$ cat src/rtl/core/cfd_pkg.sv
// shared types, header constants and the byte-wide crc-16 fold for the deframer
// used by cfd_parse and crc16_frame_deframer_top; depends on nothing
package cfd_pkg;

	localparam logic [7:0]  HDR_FIRST  = 8'hAA;
	localparam logic [7:0]  HDR_SECOND = 8'h55;
	localparam logic [15:0] CRC_INIT   = 16'hFFFF;
	localparam logic [15:0] CRC_POLY   = 16'hA001;
	localparam int          CRC_BITS   = 8;

	localparam int IN_TDATA_W  = 8;
	localparam int OUT_TDATA_W = 72;
	localparam int KIND_W      = 2;

	typedef enum logic [2:0] {
		PH_HUNT1 = 3'd0,
		PH_HUNT2 = 3'd1,
		PH_ADDR  = 3'd2,
		PH_FUNC  = 3'd3,
		PH_LEN   = 3'd4,
		PH_DATA  = 3'd5,
		PH_CRCLO = 3'd6,
		PH_CRCHI = 3'd7
	} phase_t;

	typedef enum logic [1:0] {
		KIND_PAYLOAD = 2'd0,
		KIND_GOOD    = 2'd1,
		KIND_BAD     = 2'd2
	} kind_t;

	typedef struct packed {
		kind_t       kind;
		logic [7:0]  data_byte;
		logic [7:0]  byte_index;
		logic [7:0]  address;
		logic [7:0]  function_code;
		logic [7:0]  payload_length;
		logic [15:0] received_crc;
		logic [15:0] computed_crc;
	} result_t;

	// reflected crc-16, one byte folded lsb first
	function automatic logic [15:0] crc_fold(input logic [15:0] c_in, input logic [7:0] b);
		logic [15:0] c;
		c = c_in ^ {8'h00, b};
		for (int k = 0; k < CRC_BITS; k++) begin
			if (c[0]) begin
				c = (c >> 1) ^ CRC_POLY;
			end else begin
				c = c >> 1;
			end
		end
		return c;
	endfunction

	// crc after the two header bytes, fixed for every frame
	localparam logic [15:0] CRC_AFTER_HDR = crc_fold(crc_fold(CRC_INIT, HDR_FIRST), HDR_SECOND);

endpackage

$ cat src/rtl/core/cfd_parse.sv
// frame state machine: header hunt, field capture, running crc and result forming
// depends on cfd_pkg
module cfd_parse (
	input  logic             clk,
	input  logic             arst_n,
	input  logic             step,
	input  logic [7:0]       rx_byte,
	output logic             has_result,
	output cfd_pkg::result_t result
);

	cfd_pkg::phase_t phase_q, phase_d;
	logic [15:0] crc_q, crc_d;
	logic [7:0]  addr_q, addr_d;
	logic [7:0]  func_q, func_d;
	logic [7:0]  len_q, len_d;
	logic [7:0]  count_q, count_d;
	logic [7:0]  crc_lo_q, crc_lo_d;
	logic [15:0] crc_fold_byte;
	logic [7:0]  count_inc;
	logic [15:0] rx_crc;

	assign crc_fold_byte = cfd_pkg::crc_fold(crc_q, rx_byte);
	assign count_inc     = count_q + 8'd1;
	assign rx_crc        = {rx_byte, crc_lo_q};

	always_comb begin
		phase_d    = phase_q;
		crc_d      = crc_q;
		addr_d     = addr_q;
		func_d     = func_q;
		len_d      = len_q;
		count_d    = count_q;
		crc_lo_d   = crc_lo_q;
		has_result = 1'b0;
		result     = '0;
		result.address        = addr_q;
		result.function_code  = func_q;
		result.payload_length = len_q;
		unique case (phase_q)
			cfd_pkg::PH_HUNT1: begin
				if (rx_byte == cfd_pkg::HDR_FIRST) begin
					phase_d = cfd_pkg::PH_HUNT2;
				end
			end
			cfd_pkg::PH_HUNT2: begin
				// a repeated first header byte keeps waiting for the second
				if (rx_byte == cfd_pkg::HDR_SECOND) begin
					crc_d   = cfd_pkg::CRC_AFTER_HDR;
					phase_d = cfd_pkg::PH_ADDR;
				end else if (rx_byte != cfd_pkg::HDR_FIRST) begin
					phase_d = cfd_pkg::PH_HUNT1;
				end
			end
			cfd_pkg::PH_ADDR: begin
				addr_d  = rx_byte;
				crc_d   = crc_fold_byte;
				phase_d = cfd_pkg::PH_FUNC;
			end
			cfd_pkg::PH_FUNC: begin
				func_d  = rx_byte;
				crc_d   = crc_fold_byte;
				phase_d = cfd_pkg::PH_LEN;
			end
			cfd_pkg::PH_LEN: begin
				len_d   = rx_byte;
				count_d = 8'd0;
				crc_d   = crc_fold_byte;
				phase_d = (rx_byte == 8'd0) ? cfd_pkg::PH_CRCLO : cfd_pkg::PH_DATA;
			end
			cfd_pkg::PH_DATA: begin
				crc_d      = crc_fold_byte;
				count_d    = count_inc;
				has_result = 1'b1;
				result.kind         = cfd_pkg::KIND_PAYLOAD;
				result.data_byte    = rx_byte;
				result.byte_index   = count_q;
				result.computed_crc = crc_fold_byte;
				if (count_inc == len_q) begin
					phase_d = cfd_pkg::PH_CRCLO;
				end
			end
			cfd_pkg::PH_CRCLO: begin
				crc_lo_d = rx_byte;
				phase_d  = cfd_pkg::PH_CRCHI;
			end
			cfd_pkg::PH_CRCHI: begin
				has_result = 1'b1;
				result.kind = (rx_crc == crc_q) ? cfd_pkg::KIND_GOOD : cfd_pkg::KIND_BAD;
				result.received_crc = rx_crc;
				result.computed_crc = crc_q;
				crc_d   = cfd_pkg::CRC_INIT;
				phase_d = cfd_pkg::PH_HUNT1;
			end
			default: begin
				phase_d = cfd_pkg::PH_HUNT1;
			end
		endcase
	end

	always_ff @(posedge clk or negedge arst_n) begin
		if (!arst_n) begin
			phase_q  <= cfd_pkg::PH_HUNT1;
			crc_q    <= cfd_pkg::CRC_INIT;
			addr_q   <= 8'd0;
			func_q   <= 8'd0;
			len_q    <= 8'd0;
			count_q  <= 8'd0;
			crc_lo_q <= 8'd0;
		end else if (step) begin
			phase_q  <= phase_d;
			crc_q    <= crc_d;
			addr_q   <= addr_d;
			func_q   <= func_d;
			len_q    <= len_d;
			count_q  <= count_d;
			crc_lo_q <= crc_lo_d;
		end
	end

endmodule

$ cat src/rtl/core/crc16_frame_deframer_top.sv
// top level of the crc-16 length-framed deframer: input register, parser, result register
// depends on cfd_pkg and cfd_parse
//
// Takes one received byte per word and sustains one byte per clock. A byte is held in
// an input register, where the frame state machine and a byte-wide crc update act on
// it, and any result lands in the output register: a payload result is presented there
// once its byte has passed the input register. Frames are AA 55,
// address, function, length, payload, crc low, crc high; every payload byte comes out
// as a payload word and the crc high byte yields a good or bad verdict. Bytes that
// produce no result never wait on the output side; a byte that makes a result waits in
// the input register while a result is held unread, and input stalls behind it.
module crc16_frame_deframer_top (
	input  logic                             clk,
	input  logic                             arst_n,
	input  logic                             s_axis_tvalid,
	output logic                             s_axis_tready,
	input  logic [cfd_pkg::IN_TDATA_W-1:0]   s_axis_tdata,  // [7:0] rx_byte
	output logic                             m_axis_tvalid,
	input  logic                             m_axis_tready,
	// [7:0] data_byte, [15:8] byte_index, [23:16] address, [31:24] function_code,
	// [39:32] payload_length, [55:40] received_crc, [71:56] computed_crc
	output logic [cfd_pkg::OUT_TDATA_W-1:0]  m_axis_tdata,
	output logic [cfd_pkg::KIND_W-1:0]       m_axis_tuser   // [1:0] kind
);

	logic             valid_s1;
	logic [7:0]       byte_s1;
	logic             advance;
	logic             has_result;
	cfd_pkg::result_t result;
	cfd_pkg::result_t res_q;
	logic             out_valid_q;

	// the held byte moves on unless it makes a result and the output is still full
	assign advance       = valid_s1 && (!has_result || !out_valid_q || m_axis_tready);
	assign s_axis_tready = !valid_s1 || advance;

	always_ff @(posedge clk or negedge arst_n) begin
		if (!arst_n) begin
			valid_s1 <= 1'b0;
		end else if (s_axis_tready) begin
			valid_s1 <= s_axis_tvalid;
		end
	end

	always_ff @(posedge clk) begin
		if (s_axis_tvalid && s_axis_tready) begin
			byte_s1 <= s_axis_tdata[7:0];
		end
	end

	cfd_parse u_parse (
		.clk        (clk),
		.arst_n     (arst_n),
		.step       (advance),
		.rx_byte    (byte_s1),
		.has_result (has_result),
		.result     (result)
	);

	always_ff @(posedge clk or negedge arst_n) begin
		if (!arst_n) begin
			out_valid_q <= 1'b0;
		end else if (advance && has_result) begin
			out_valid_q <= 1'b1;
		end else if (m_axis_tready) begin
			out_valid_q <= 1'b0;
		end
	end

	always_ff @(posedge clk) begin
		if (advance && has_result) begin
			res_q <= result;
		end
	end

	assign m_axis_tvalid = out_valid_q;
	assign m_axis_tuser  = res_q.kind;
	assign m_axis_tdata  = {res_q.computed_crc, res_q.received_crc, res_q.payload_length,
		res_q.function_code, res_q.address, res_q.byte_index, res_q.data_byte};

endmodule
$ cat config.mk
export PLATFORM = sky130hd
export DESIGN_NAME = crc16_frame_deframer_top
export DESIGN_NICKNAME = d
export VERILOG_FILES = /design/src/rtl/core/cfd_pkg.sv /design/src/rtl/core/cfd_parse.sv /design/src/rtl/core/crc16_frame_deframer_top.sv
export SDC_FILE = /design/constraint.sdc
export NUM_CORES = 1
export LEC_CHECK = 0
export ABC_AREA = 1
export BUFFER_PORTS_ARGS = -buffer_cell sky130_fd_sc_hd__buf_2
export CAP_MARGIN = 0
export CORE_MARGIN = 1.5
export CORE_UTILIZATION = 45
export CTS_CLUSTER_SIZE = 40
export DETAILED_ROUTE_END_ITERATION = 10
export GPL_TIMING_DRIVEN = 0
export PLACE_DENSITY = 0.75
export SYNTH_ARGS = -nofsm -noshare
export SYNTH_HDL_FRONTEND = slang
export SYNTH_SLANG_ARGS = --single-unit
$ cat constraint.sdc
create_clock -name clk -period 4.2 [get_ports clk]
set_input_delay 0.21 -clock clk [delete_from_list [all_inputs] [get_ports clk]]
set_output_delay 0.21 -clock clk [all_outputs]
set_load 0.01 [all_outputs]
==> summary.txt <==
Clock network
  • Post_cts resized: 0
  • Post-CTS Repair Setup Buffers: 0
  • CTS root buf: clkbuf_16
  • TritonCTS Buffers: 17
  • CTS Hold Bufs: 10
  • Clock transition at path regs: 0.06 ns
  • Longest Clk Path Bufs: 2
  • Clk sinks: 143
  • Clk Latency, worst-skew pair: 0.43 ns
  • # H-tree levels: 4
  • CTS tree: yes

Global routing
  • First-pass GRT wire length: 22380 µm
  • Initial antenna violation count: 0
  • Vias in the first global route: 4462
  • Largest net degree at the start of global routing: 75
  • Global route total overflow: 0
  • GRT Total Usage: 20.78%

Detailed routing
  • Drc violations: 0
  • Avg WL per Cell: 15.74 µm
  • Initial DRC Count: 371
  • Vias/cell: 5.144
  • Routed wire length: 13890 µm
  • Number of nets with antenna violations after routing: 0
  • Via count: 4537
  • Pre-antenna DRT Iters: 5

Final layout
  • Antenna cells: 0
  • Commonest cells after routing, fill and taps aside: 143 x nand2_1, 86 x buf_2, 82 x edfxtp_1
  • Area Growth Syn to Fin: 22.32%
  • Layout net count: 706
  • Leading cell type in the layout, fill and taps excluded: nand2_1
  • Layout cells sized above 1: 23.94%

Flow run
  • Max-cap violations: 0

STA
  • Final setup vio count: 0
  • Slew @ Worst Pin: 0.9018 ns
  • Relative slew slack: 39.88%
  • Fin. max-slew vios: 0
  • Max frequency: 420.6 MHz
  • Final period util: 56.61%
  • Final hold vios: 0
  • Clock skew: 0.008400 ns
  • RSZ-0062 raised after global routing: false
  • TNS Setup: 0 ns
  • Tmin final: 2.378 ns

Synthesis
  • Post-Synth XOR/XNOR Area: 3.515%
  • Adder-Cell Fraction of Synth Area: 0.2044%
  • Post-Syn Area: 0.006122 mm²
  • Number of distinct library cells after synthesis: 34
  • Syn_nets: 589
  • Top cell type by total area after synthesis: edfxtp_1
  • Synth area leaders: edfxtp_1 40%, dfrtp_1 18%, nand2_1 8.8%
  • Area fraction in compound gates after synthesis: 8.338%
  • Largest family of logic cells by synthesized area: simple AND/OR/NAND/NOR gates
  • Ys Warns: 0
  • Synth Area in Simple Gates: 17.68%
  • Post-synthesis mux area share: 0%
  • Yosys reg bits: 143
  • Seq/Total Area, Yosys: 65.48%
  • Cells after synthesis: 576
  • Avg Synthesized Cell Area: 10.63 µm²
  • Synth top area share: 40.22%

Run status
  • Status: completed

Placed design
  • Port bufs: 87
  • HPWL after DPL: 9468 µm
  • Routability Congestion: 0.9425

Power
  • Pleak: 3.551 nW
  • Worst vdd ir: 245.3 µV
  • Tot Pwr: 4.556 mW
  • PwrDens: 608.4 mW/mm²

Floorplan
  • Core area: 0.01324 mm²
  • Ports: 88
  • Die Height: 119.6 µm
  • Starting Density: 46.23%
  • Die area: 0.01431 mm²
  • Site row count: 42
  • Die X: 119.6 µm

Worst setup path
  • CP Capture Type: flip-flop
  • Worst EP arrival: 2.43 ns
  • Critical Setup Path Class: reg -> reg
  • CP Launch Type: flip-flop
  • CP required: 4.25 ns
  • CP Max Fanout: 74

Worst hold path
  • Hold Crit Class: in -> async
## worst max-delay path: stages (launching register included)
cell,delay (ns)
dfrtp_1,0.47
inv_2,0.11
nor2_2,0.07
inv_2,0.15
nand2_2,0.10
nand2_2,0.09
nand2_4,0.07
inv_2,0.12
nand2_1,0.11
inv_4,0.62
## path summary, 6_finish.rpt
| kind | to | depth (start not counted) | from | slack (ns) |
|---|---|---|---|---|
| min | u_parse.count_q[1]$_DFFE_PN0P_ | 2 | arst_n | 0.42 |
| max in group asynchronous | u_parse.func_q[5]$_DFFE_PN0P_ | 2 | arst_n | 3.26 |
| max | m_axis_tdata[58]$_DFFE_PP_ | 9 | u_parse.phase_q[2]$_DFFE_PN0P_ | 1.82 |
| max reg2reg | m_axis_tdata[58]$_DFFE_PP_ | 9 | u_parse.phase_q[2]$_DFFE_PN0P_ | 1.82 |
| min reg2reg | m_axis_tdata[20]$_DFFE_PP_ | 0 | u_parse.addr_q[4]$_DFFE_PN0P_ | 0.45 |
| min in group clk | m_axis_tdata[20]$_DFFE_PP_ | 0 | u_parse.addr_q[4]$_DFFE_PN0P_ | 0.45 |
## cells in the mapped netlist, drive strengths merged
cell,count
o22ai,18
nor2,67
or3,1
xnor2,10
nand4,9
a22o,1
edfxtp,82
dfrtp,45
buf,7
nor3,6
a211oi,1
nor4b,1
nand3,25
a21oi,7
clkbuf,6
inv,58
o21ai,38
xnor3,1
nand3b,1
a22oi,13
dfstp,16
ha,1
xor2,12
a2111oi,1
nand2,149
## through the flow
step / setup WS (ns) / instance area [µm²] / util [%] / instances / hold slack [ns]
2_1_floorplan: 1.314 / 6122 / - / 576 / -0.08559
3_3_place_gp: 0.6016 / 6778 / 51.18 / 839 / 0.3901
3_5_place_dp: 1.852 / 6780 / 51.20 / 839 / 0.3881
4_1_cts: 1.823 / 7476 / 56.45 / 881 / 0.1482
5_1_grt: 1.629 / 7488 / 56.55 / 882 / 0.4565
6_report: 1.822 / 7488 / 56.55 / 882 / 0.4243
## final cells by class
| cell class | instances | area (µm²) |
|---|---|---|
| plain buffers | 13 | 75.07 |
| flip-flops and latches | 143 | 4009 |
| clock buffers | 18 | 429.2 |
| multi-input cells | 362 | 1821 |
| repair buffers | 98 | 548.0 |
| inverters | 58 | 220.2 |
| clock inverters | 14 | 166.4 |
| well taps | 176 | 220.2 |
| fillers | 1136 | 5754 |
## cells by family (layout without fill, tap and decap cells)
kind of cell	after synthesis	count (layout)
buf+inv	71	201
xor+xnor	23	23
simple gates	259	259
flops	143	143
fa+ha+maj	1	1
compound gates	79	79
## where the power goes
group / internal (mW) / total, mW / switching [mW]
clock: 0.931 / 1.51 / 0.576
combinational: 0.458 / 1.19 / 0.737
sequential: 1.70 / 1.85 / 0.158
total: 3.09 / 4.56 / 1.47
## metal layers
metal	track usage [%]	routed length (µm)	up-vias	share of wire, %
met5	0	0	-	0
li1	-	-	2173	-
met1	27.94	6132	2172	44
met4	10.04	322	0	2.3
met3	4.420	934	23	6.7
met2	32.33	6497	169	47
## registers in the layout, summed over array words and instances (netlist names)
| signal | cells |
|---|---|
| m_axis_tdata | 72 |
| u_parse.func_q | 8 |
| u_parse.count_q | 8 |
| u_parse.crc_lo_q | 8 |
| u_parse.phase_q | 3 |
| valid_s1 | 1 |
| u_parse.len_q | 8 |
| u_parse.addr_q | 8 |
| u_parse.crc_q | 16 |
| byte_s1 | 8 |
| m_axis_tuser | 2 |
| m_axis_tvalid | 1 |
Note: power is estimated with default switching activity, not from simulation.
